==> src/sv/ira_pkg.sv <==
// ----------------------------------------------------------------------------
// ira_pkg
// Shared types, constants and helpers for the integer to radix ascii block.
// ----------------------------------------------------------------------------
package ira_pkg;

    // radix register and limits
    localparam int          RADIX_BITS  = 6;
    localparam int          DIGIT_BITS  = 6;
    localparam int          CHAR_BITS   = 8;
    localparam logic [5:0]  RADIX_RESET = 6'd10;
    localparam logic [5:0]  RADIX_MIN   = 6'd2;
    localparam logic [5:0]  RADIX_MAX   = 6'd36;

    // quotient bits resolved per divider cycle
    localparam int          CHUNK_BITS  = 8;

    // character codes
    localparam logic [7:0]  CHAR_MINUS  = 8'h2D;
    localparam logic [7:0]  CHAR_ZERO   = 8'h30;
    localparam logic [7:0]  CHAR_LOWER_A = 8'h61;
    localparam logic [7:0]  CHAR_NUL    = 8'h00;
    localparam logic [5:0]  DIGIT_TEN   = 6'd10;
    localparam logic [5:0]  DIGIT_LIMIT = 6'd36;

    // classified request handed from front to back
    typedef struct packed {
        logic                    bad;
        logic                    neg;
        logic [RADIX_BITS-1:0]   radix;
    } t_job_ctl;

    // back end sequencer
    typedef enum logic [2:0] {
        ST_IDLE,
        ST_DIV,
        ST_BAD,
        ST_SIGN,
        ST_READ,
        ST_EMIT
    } t_back_state;

    // digit value to lowercase ascii
    function automatic logic [7:0] digit_char(input logic [DIGIT_BITS-1:0] d);
        logic [7:0] c;
        if (d < DIGIT_TEN) begin
            c = 8'(CHAR_ZERO + {2'b00, d});
        end else if (d < DIGIT_LIMIT) begin
            c = 8'(CHAR_LOWER_A + {2'b00, d} - {2'b00, DIGIT_TEN});
        end else begin
            c = CHAR_ZERO;
        end
        return c;
    endfunction

endpackage

==> src/sv/ira_fifo.sv <==
// ----------------------------------------------------------------------------
// ira_fifo
// Two-entry queue that decouples the classifying front from the back end.
// ----------------------------------------------------------------------------
module ira_fifo #(
    parameter int WIDTH = 40
) (
    input  logic             i_clk,
    input  logic             i_rst_n,
    input  logic             i_push,
    input  logic [WIDTH-1:0] i_data,
    output logic             o_full,
    input  logic             i_pop,
    output logic [WIDTH-1:0] o_data,
    output logic             o_empty
);

    logic [WIDTH-1:0] r_mem [2];
    logic             r_wptr;
    logic             r_rptr;
    logic [1:0]       r_cnt;
    logic             do_push;
    logic             do_pop;

    assign o_full  = (r_cnt == 2'd2);
    assign o_empty = (r_cnt == 2'd0);
    assign o_data  = r_mem[r_rptr];
    assign do_push = i_push && !o_full;
    assign do_pop  = i_pop && !o_empty;

    // entry storage
    always_ff @(posedge i_clk) begin
        if (do_push) begin
            r_mem[r_wptr] <= i_data;
        end
    end

    // pointers and fill level
    always_ff @(posedge i_clk) begin
        if (!i_rst_n) begin
            r_wptr <= 1'b0;
            r_rptr <= 1'b0;
            r_cnt  <= 2'd0;
        end else begin
            if (do_push) begin
                r_wptr <= ~r_wptr;
            end
            if (do_pop) begin
                r_rptr <= ~r_rptr;
            end
            case ({do_push, do_pop})
                2'b10:   r_cnt <= r_cnt + 2'd1;
                2'b01:   r_cnt <= r_cnt - 2'd1;
                default: r_cnt <= r_cnt;
            endcase
        end
    end

endmodule

==> src/sv/ira_front.sv <==
// ----------------------------------------------------------------------------
// ira_front
// Holds the radix register, accepts numbers and classifies them into
// sign, magnitude and radix check before they enter the queue.
// ----------------------------------------------------------------------------
module ira_front
    import ira_pkg::*;
#(
    parameter int WORD_BITS = 32
) (
    input  logic                  i_clk,
    input  logic                  i_rst_n,
    input  logic                  i_cfg_we,
    input  logic [RADIX_BITS-1:0] i_cfg_data,
    input  logic                  push,
    input  logic [WORD_BITS-1:0]  i_number,
    output logic                  full,
    output logic                  o_job_valid,
    output t_job_ctl              o_job_ctl,
    output logic [WORD_BITS-1:0]  o_job_mag,
    input  logic                  i_job_full
);

    logic [RADIX_BITS-1:0] r_radix;
    logic                  r_valid;
    t_job_ctl              r_ctl;
    logic [WORD_BITS-1:0]  r_mag;
    t_job_ctl              n_ctl;
    logic [WORD_BITS-1:0]  n_mag;
    logic                  take;
    logic                  hand_off;

    assign hand_off    = r_valid && !i_job_full;
    assign full        = r_valid && i_job_full;
    assign take        = push && !full;
    assign o_job_valid = r_valid;
    assign o_job_ctl   = r_ctl;
    assign o_job_mag   = r_mag;

    // radix register
    always_ff @(posedge i_clk) begin
        if (!i_rst_n) begin
            r_radix <= RADIX_RESET;
        end else if (i_cfg_we) begin
            r_radix <= i_cfg_data;
        end
    end

    // classify the incoming number
    always_comb begin
        n_ctl.bad   = (r_radix < RADIX_MIN) || (r_radix > RADIX_MAX);
        n_ctl.neg   = i_number[WORD_BITS-1];
        n_ctl.radix = r_radix;
        n_mag       = n_ctl.neg ? WORD_BITS'(~i_number + 1'b1) : i_number;
    end

    // holding stage
    always_ff @(posedge i_clk) begin
        if (!i_rst_n) begin
            r_valid <= 1'b0;
        end else if (take) begin
            r_valid <= 1'b1;
        end else if (hand_off) begin
            r_valid <= 1'b0;
        end
    end

    always_ff @(posedge i_clk) begin
        if (take) begin
            r_ctl <= n_ctl;
            r_mag <= n_mag;
        end
    end

endmodule

==> src/sv/ira_back.sv <==
// ----------------------------------------------------------------------------
// ira_back
// Divides the magnitude by the radix one digit at a time, keeps the digits
// in a small memory and plays them back as characters, most significant
// first, through a one-entry output register.
// ----------------------------------------------------------------------------
module ira_back
    import ira_pkg::*;
#(
    parameter int WORD_BITS = 32
) (
    input  logic                 i_clk,
    input  logic                 i_rst_n,
    input  logic                 i_job_empty,
    input  t_job_ctl             i_job_ctl,
    input  logic [WORD_BITS-1:0] i_job_mag,
    output logic                 o_job_pop,
    output logic                 empty,
    input  logic                 pop,
    output logic [7:0]           o_ascii_char,
    output logic                 o_is_last,
    output logic                 o_bad_radix
);

    localparam int PAD_BITS = ((WORD_BITS + CHUNK_BITS - 1) / CHUNK_BITS) * CHUNK_BITS;
    localparam int NCHUNK   = PAD_BITS / CHUNK_BITS;
    localparam int CHUNK_W  = (NCHUNK > 1) ? $clog2(NCHUNK) : 1;
    localparam int CNT_W    = $clog2(WORD_BITS + 1);
    localparam int ADDR_W   = $clog2(WORD_BITS);

    t_back_state           r_state;
    t_back_state           n_state;

    logic [PAD_BITS-1:0]   r_quo;
    logic [PAD_BITS-1:0]   n_quo;
    logic [DIGIT_BITS-1:0] r_rem;
    logic [DIGIT_BITS-1:0] n_rem;
    logic [CHUNK_W-1:0]    r_chunk;
    logic [CHUNK_W-1:0]    n_chunk;
    logic [CNT_W-1:0]      r_count;
    logic [CNT_W-1:0]      n_count;
    logic                  r_neg;
    logic [RADIX_BITS-1:0] r_radix;

    logic [DIGIT_BITS-1:0] r_store [WORD_BITS];
    logic [DIGIT_BITS-1:0] r_rd_data;
    logic [ADDR_W-1:0]     rd_addr;
    logic                  st_we;

    logic                  r_out_valid;
    logic [7:0]            r_out_char;
    logic                  r_out_last;
    logic                  r_out_bad;
    logic                  out_wr;
    logic [7:0]            out_char;
    logic                  out_last;
    logic                  out_bad;
    logic                  slot_free;

    logic [CHUNK_BITS-1:0] q_bits;
    logic [DIGIT_BITS-1:0] step_rem;
    logic [DIGIT_BITS:0]   trial;
    logic                  last_chunk;
    logic                  div_done;

    assign slot_free    = !r_out_valid || pop;
    assign empty        = !r_out_valid;
    assign o_ascii_char = r_out_char;
    assign o_is_last    = r_out_last;
    assign o_bad_radix  = r_out_bad;
    assign rd_addr      = ADDR_W'(r_count - 1'b1);

    // one chunk of restoring division; the remainder stays below the radix
    always_comb begin
        step_rem = r_rem;
        q_bits   = '0;
        trial    = '0;
        for (int i = 0; i < CHUNK_BITS; i++) begin
            trial = {step_rem, r_quo[PAD_BITS-1-i]};
            if (trial >= {1'b0, r_radix}) begin
                q_bits[CHUNK_BITS-1-i] = 1'b1;
                step_rem = DIGIT_BITS'(trial - {1'b0, r_radix});
            end else begin
                step_rem = trial[DIGIT_BITS-1:0];
            end
        end
    end

    assign last_chunk = (r_chunk == CHUNK_W'(NCHUNK - 1));
    assign n_quo      = (r_state == ST_IDLE) ? PAD_BITS'(i_job_mag)
                                             : PAD_BITS'({r_quo, q_bits});
    assign div_done   = last_chunk &&
                        ((n_quo == '0) || (r_count == CNT_W'(WORD_BITS - 1)));

    // next state
    always_comb begin
        n_state = r_state;
        case (r_state)
            ST_IDLE: begin
                if (!i_job_empty) begin
                    n_state = i_job_ctl.bad ? ST_BAD : ST_DIV;
                end
            end
            ST_DIV: begin
                if (div_done) begin
                    n_state = r_neg ? ST_SIGN : ST_READ;
                end
            end
            ST_BAD: begin
                if (slot_free) begin
                    n_state = ST_IDLE;
                end
            end
            ST_SIGN: begin
                if (slot_free) begin
                    n_state = ST_READ;
                end
            end
            ST_READ: begin
                n_state = ST_EMIT;
            end
            ST_EMIT: begin
                if (slot_free) begin
                    n_state = (r_count == CNT_W'(1)) ? ST_IDLE : ST_READ;
                end
            end
            default: begin
                n_state = ST_IDLE;
            end
        endcase
    end

    // datapath and output controls
    always_comb begin
        o_job_pop = 1'b0;
        st_we     = 1'b0;
        out_wr    = 1'b0;
        out_char  = CHAR_NUL;
        out_last  = 1'b0;
        out_bad   = 1'b0;
        n_rem     = r_rem;
        n_chunk   = r_chunk;
        n_count   = r_count;
        case (r_state)
            ST_IDLE: begin
                o_job_pop = !i_job_empty;
                n_rem     = '0;
                n_chunk   = '0;
                n_count   = '0;
            end
            ST_DIV: begin
                if (last_chunk) begin
                    st_we   = 1'b1;
                    n_count = r_count + 1'b1;
                    n_rem   = '0;
                    n_chunk = '0;
                end else begin
                    n_rem   = step_rem;
                    n_chunk = r_chunk + 1'b1;
                end
            end
            ST_BAD: begin
                out_wr   = slot_free;
                out_char = CHAR_NUL;
                out_last = 1'b1;
                out_bad  = 1'b1;
            end
            ST_SIGN: begin
                out_wr   = slot_free;
                out_char = CHAR_MINUS;
            end
            ST_EMIT: begin
                out_wr   = slot_free;
                out_char = digit_char(r_rd_data);
                out_last = (r_count == CNT_W'(1));
                if (slot_free) begin
                    n_count = r_count - 1'b1;
                end
            end
            default: begin
                n_count = r_count;
            end
        endcase
    end

    // control registers
    always_ff @(posedge i_clk) begin
        if (!i_rst_n) begin
            r_state     <= ST_IDLE;
            r_count     <= '0;
            r_chunk     <= '0;
            r_out_valid <= 1'b0;
        end else begin
            r_state <= n_state;
            r_count <= n_count;
            r_chunk <= n_chunk;
            if (out_wr) begin
                r_out_valid <= 1'b1;
            end else if (pop) begin
                r_out_valid <= 1'b0;
            end
        end
    end

    // divider payload
    always_ff @(posedge i_clk) begin
        if (r_state == ST_IDLE || r_state == ST_DIV) begin
            r_quo <= n_quo;
            r_rem <= n_rem;
        end
        if (o_job_pop) begin
            r_neg   <= i_job_ctl.neg;
            r_radix <= i_job_ctl.radix;
        end
    end

    // digit store, registered read
    always_ff @(posedge i_clk) begin
        if (st_we) begin
            r_store[r_count[ADDR_W-1:0]] <= step_rem;
        end
        r_rd_data <= r_store[rd_addr];
    end

    // output register
    always_ff @(posedge i_clk) begin
        if (out_wr) begin
            r_out_char <= out_char;
            r_out_last <= out_last;
            r_out_bad  <= out_bad;
        end
    end

endmodule

==> src/sv/integer_to_radix_ascii.sv <==
// ----------------------------------------------------------------------------
// integer_to_radix_ascii
// Signed integer to ascii text in a configurable base from 2 to 36.
// ----------------------------------------------------------------------------
// Each number pushed in comes out as its text, most significant character
// first, one character per pop: an optional leading '-', then digits 0-9 and
// lowercase a-z, with is_last on the final character. A radix outside 2..36
// gives a single NUL character with bad_radix and is_last set. The back end
// works on one number at a time: each digit comes from a shared divider that
// resolves eight quotient bits per cycle, then each character is read from
// the registered digit memory before it enters the output register, with
// the sign written ahead of the digits. A holding stage and a two-entry
// queue let up to three numbers be pushed while the back end is busy.
// The radix register resets to 10 and should be written only while the
// block is idle.
// ----------------------------------------------------------------------------
module integer_to_radix_ascii
    import ira_pkg::*;
#(
    parameter int WORD_BITS = 32
) (
    input  logic                  i_clk,
    input  logic                  i_rst_n,
    input  logic                  i_cfg_we,
    input  logic [RADIX_BITS-1:0] i_cfg_data,
    input  logic                  push,
    output logic                  full,
    input  logic signed [WORD_BITS-1:0] i_number,
    output logic                  empty,
    input  logic                  pop,
    output logic [7:0]            o_ascii_char,
    output logic                  o_is_last,
    output logic                  o_bad_radix
);

    localparam int CTL_BITS = $bits(t_job_ctl);

    logic                          front_valid;
    t_job_ctl                      front_ctl;
    logic [WORD_BITS-1:0]          front_mag;
    logic                          q_full;
    logic                          q_empty;
    logic                          q_pop;
    logic [CTL_BITS+WORD_BITS-1:0] q_data;
    t_job_ctl                      back_ctl;
    logic [WORD_BITS-1:0]          back_mag;

    // accept and classify
    ira_front #(
        .WORD_BITS (WORD_BITS)
    ) u_front (
        .i_clk       (i_clk),
        .i_rst_n     (i_rst_n),
        .i_cfg_we    (i_cfg_we),
        .i_cfg_data  (i_cfg_data),
        .push        (push),
        .i_number    (i_number),
        .full        (full),
        .o_job_valid (front_valid),
        .o_job_ctl   (front_ctl),
        .o_job_mag   (front_mag),
        .i_job_full  (q_full)
    );

    // request queue between front and back
    ira_fifo #(
        .WIDTH (CTL_BITS + WORD_BITS)
    ) u_fifo (
        .i_clk   (i_clk),
        .i_rst_n (i_rst_n),
        .i_push  (front_valid),
        .i_data  ({front_ctl, front_mag}),
        .o_full  (q_full),
        .i_pop   (q_pop),
        .o_data  (q_data),
        .o_empty (q_empty)
    );

    assign back_ctl = t_job_ctl'(q_data[CTL_BITS+WORD_BITS-1:WORD_BITS]);
    assign back_mag = q_data[WORD_BITS-1:0];

    // divide, store and emit
    ira_back #(
        .WORD_BITS (WORD_BITS)
    ) u_back (
        .i_clk        (i_clk),
        .i_rst_n      (i_rst_n),
        .i_job_empty  (q_empty),
        .i_job_ctl    (back_ctl),
        .i_job_mag    (back_mag),
        .o_job_pop    (q_pop),
        .empty        (empty),
        .pop          (pop),
        .o_ascii_char (o_ascii_char),
        .o_is_last    (o_is_last),
        .o_bad_radix  (o_bad_radix)
    );

endmodule
==> config.mk <==
export PLATFORM = sky130hd
export DESIGN_NAME = integer_to_radix_ascii
export DESIGN_NICKNAME = d
export VERILOG_FILES = /design/src/sv/ira_pkg.sv /design/src/sv/ira_fifo.sv /design/src/sv/ira_front.sv /design/src/sv/ira_back.sv /design/src/sv/integer_to_radix_ascii.sv
export SDC_FILE = /design/constraint.sdc
export NUM_CORES = 1
export LEC_CHECK = 0
export ABC_AREA = 1
export BUFFER_PORTS_ARGS = -buffer_cell sky130_fd_sc_hd__buf_2
export CAP_MARGIN = 20
export CELL_PAD_IN_SITES_DETAIL_PLACEMENT = 0
export CELL_PAD_IN_SITES_GLOBAL_PLACEMENT = 1
export CORE_MARGIN = 2
export CORE_UTILIZATION = 50
export CTS_BUF_LIST = sky130_fd_sc_hd__clkbuf_4 sky130_fd_sc_hd__clkbuf_8
export DETAILED_ROUTE_END_ITERATION = 7
export GPL_TIMING_DRIVEN = 0
export PLACE_DENSITY_LB_ADDON = 0.1
export SLEW_MARGIN = 20
export SYNTH_ARGS = -nofsm -noshare
export SYNTH_HDL_FRONTEND = slang
export SYNTH_SLANG_ARGS = --single-unit
==> constraint.sdc <==
create_clock -name i_clk -period 34.8 [get_ports i_clk]
set_input_delay 6.96 -clock i_clk [delete_from_list [all_inputs] [get_ports i_clk]]
set_output_delay 6.96 -clock i_clk [all_outputs]
set_load 0.05 [all_outputs]
==> flow_summary.yaml <==
clock_tree:
  cts_setup_buffers: 0
  worstSkewPairLatency_ns: 0.67
  holdBufCountCts: 0
  numCtsBuffers: 61
  cts.repair.resized: 0
  cts.htree.levels: 2
  clock_path_buffers: 3
  clock_sinks: 397
  cts.reportedPaths.clkPinSlew_ns: 0.06
  cts-root-buf: "clkbuf_8"
  cts_tree: "built"
route:
  vias: 13000
  drt-vias-per-instance: 5.42
  firstDrtPassIters: 5
  drt-initial-drc-count: 1229
  routedWlPerCell_um: 18.7
  wirelength_um: 44800
  ant_nets: 0
  drc: 0
logic_synthesis:
  async_reset_ff_share_pct: 0
  syn_area_sq_um: 18900
  synthFlopType: "edfxtp_1"
  ys_ff_latch: 397
  synth_edf_count: 367
  syn-mean-instance-area_sq_um: 11.0
  syn-instance-count: 1718
  synth-seq-area-share_pct: 61.5
  synth_cell_type_count: 58
  ys_warn_count: 0
  syn-num-nets: 1828
critical_path:
  crit_path_top_delay_cell: "edfxtp_1"
  crit_type: "reg -> reg"
  cpPeakStageDelay_ns: 0.76
  reg2reg_depth: 80
  crit_arrival_ns: 15.97
  cp_common_cell: "nand2_1"
  critPathTopFamily: "compound AO/OA/AOI/OAI gates"
  path_max_fanout: 32
  path_depth: 80
  cp-end-kind: "flip-flop"
  worst-path-buf-inv: 11
  cp.required_ns: 34.98
  cp-start-kind: "flip-flop"
timing:
  tightest_slew_ns: 0.912
  hold_viol: 0
  fin_skew_ns: 0.0510
  setup_tns_ns: 0
  layout_min_cycle_time_ns: 15.79
  relSlewSlack_pct: 39.2
  setup_violations: 0
  rsz0062_at_grt: "false"
  drv_slew: 0
  fmax_mhz: 63.3
  period_share_pct: 45.4
place:
  port_buffers: 54
  dp_hpwl_um: 31600
  placed_cells: 2288
  gp_congestion: 0.922
global_routing:
  antenna_found_initial: 5
  grt_pass1_wl_um: 68800
  grt_usage_pct: 23.1
  grt_max_degree: 41
  grt-ovfl-total: 0
  grt_pass1_vias: 12400
worst_hold_path:
  hp-class: "reg -> reg"
  hold_depth: 0
final_layout:
  diodes: 0
  area_growth_pct: 12.1
  layout_commonest_cell: "edfxtp_1"
  stdcell_count: 2402
  drive_gt1_share_pct: 11.0
  multi_input_area_sq_um: 6560
  register_area_sq_um: 11600
  layout_common_cells: "edfxtp_1 (367), nand2_1 (284), nor2_1 (252)"
  fill_cells: 3329
  final_nets: 1950
floorplanning:
  die_x_um: 198
  boundaryPins: 55
  die_height_um: 198
  start_util_pct: 50.4
  rows: 71
  die-area_sq_um: 39400
  coreArea_sq_um: 37500
run:
  cap_violations: 0
status:
  status: "completed"
==> through the flow <==
stage | hold WS, ns | cell area (sq um) | setup slack, ns | util, %
floorplan | 0.421 | 18900 | 21.90 | -
global placement | 0.426 | 19800 | 18.74 | 52.8
detailed placement | 0.434 | 20000 | 18.74 | 53.3
CTS | 0.446 | 21200 | 18.67 | 56.5
global route | 0.455 | 21200 | 17.45 | 56.5
finish | 0.441 | 21200 | 19.01 | 56.5
==> path summary, 6_finish.rpt <==
path / slack, ns / start / to
setup / recovery: 19.01 / u_back.r_radix[1] / u_back.r_store[14][0]
setup reg to reg: 19.01 / u_back.r_radix[1] / u_back.r_store[14][0]
hold / removal: 0.44 / u_front.o_job_mag[22] / u_fifo.r_mem[1][22]
hold reg to reg: 0.44 / u_front.o_job_mag[22] / u_fifo.r_mem[1][22]
==> synth_stat cells, drive strengths merged (5+ instances only) <==
| master | n | area share, % |
|---|---|---|
| edfxtp | 367 | 58 |
| nand2 | 301 | 6.2 |
| nor2 | 259 | 5.4 |
| inv | 137 | 2.7 |
| o21ai | 110 | 2.9 |
| a21oi | 66 | 1.9 |
| ha | 59 | 3.9 |
| clkbuf | 54 | 1.1 |
| nand3 | 54 | 2.3 |
| xor2 | 37 | 1.7 |
| a31oi | 36 | 1.2 |
| dfxtp | 30 | 3.2 |
| o32ai | 30 | 1.4 |
| xnor2 | 25 | 1.2 |
| o221ai | 20 | 0.93 |
| mux2i | 19 | 1.0 |
| nand4 | 19 | 0.71 |
| o211ai | 19 | 0.75 |
| nor3 | 11 | 0.32 |
| nor4 | 10 | 0.33 |
| fa | 8 | 0.85 |
| o21a | 7 | 0.28 |
| or2 | 5 | 0.18 |
==> kinds of logic (layout without fill, tap and decap cells) <==
kind of cell | after synthesis | count (layout) | synth area share (%)
AO/OA/AOI/OAI | 312 | 312 | 10.3
XOR/XNOR | 62 | 62 | 2.87
adder cells (fa/ha/maj) | 67 | 67 | 4.75
buffers and inverters | 196 | 369 | 3.94
flip-flops | 397 | 397 | 61.5
multiplexers | 19 | 19 | 1.01
AND/OR/NAND/NOR | 665 | 665 | 15.6
==> routing by layer <==
layer | vias to the layer above | share of wire, % | global-route usage, %
met5 | - | 0.080 | 0
met4 | 4 | 1.9 | 6.55
met3 | 75 | 7.8 | 4.75
met2 | 432 | 43 | 34.6
met1 | 6154 | 47 | 34.3
li1 | 6352 | - | -
==> state kept, by name, indices dropped and copies added, names as in the netlist, 6 cells and up, named ones only <==
name / count
u_front.o_job_ctl: 8
u_back.r_count: 6
u_front.r_radix: 6
u_back.r_rd_data: 6
u_back.r_quo: 32
u_back.r_rem: 6
u_front.o_job_mag: 32
u_back.r_radix: 6
u_fifo.r_mem: 80
u_back.o_ascii_char: 8
u_back.r_store: 192
==> worst reg2reg max path, delay by kind of cell (launching register included) <==
kind	cells	cell delay (ns)
buffers and inverters	11	1.91
and+or+nand+nor	34	4.32
AOI/OAI and AO/OA	27	5.52
DFF	1	0.76
adders and majority gates	8	2.83
==> cell type report <==
class | count | area share, %
Clock inverter | 39 | 1.33
Clock buffer | 75 | 4.46
Timing Repair Buffer | 59 | 1.89
Multi-Input combinational cell | 1125 | 31.0
Sequential cell | 397 | 54.8
Tap cell | 511 | 3.02
Inverter | 138 | 2.44
Buffer | 58 | 1.07
Power is not shown: default switching activity piles up to over one toggle a cycle in this logic, so the estimate is an artifact.
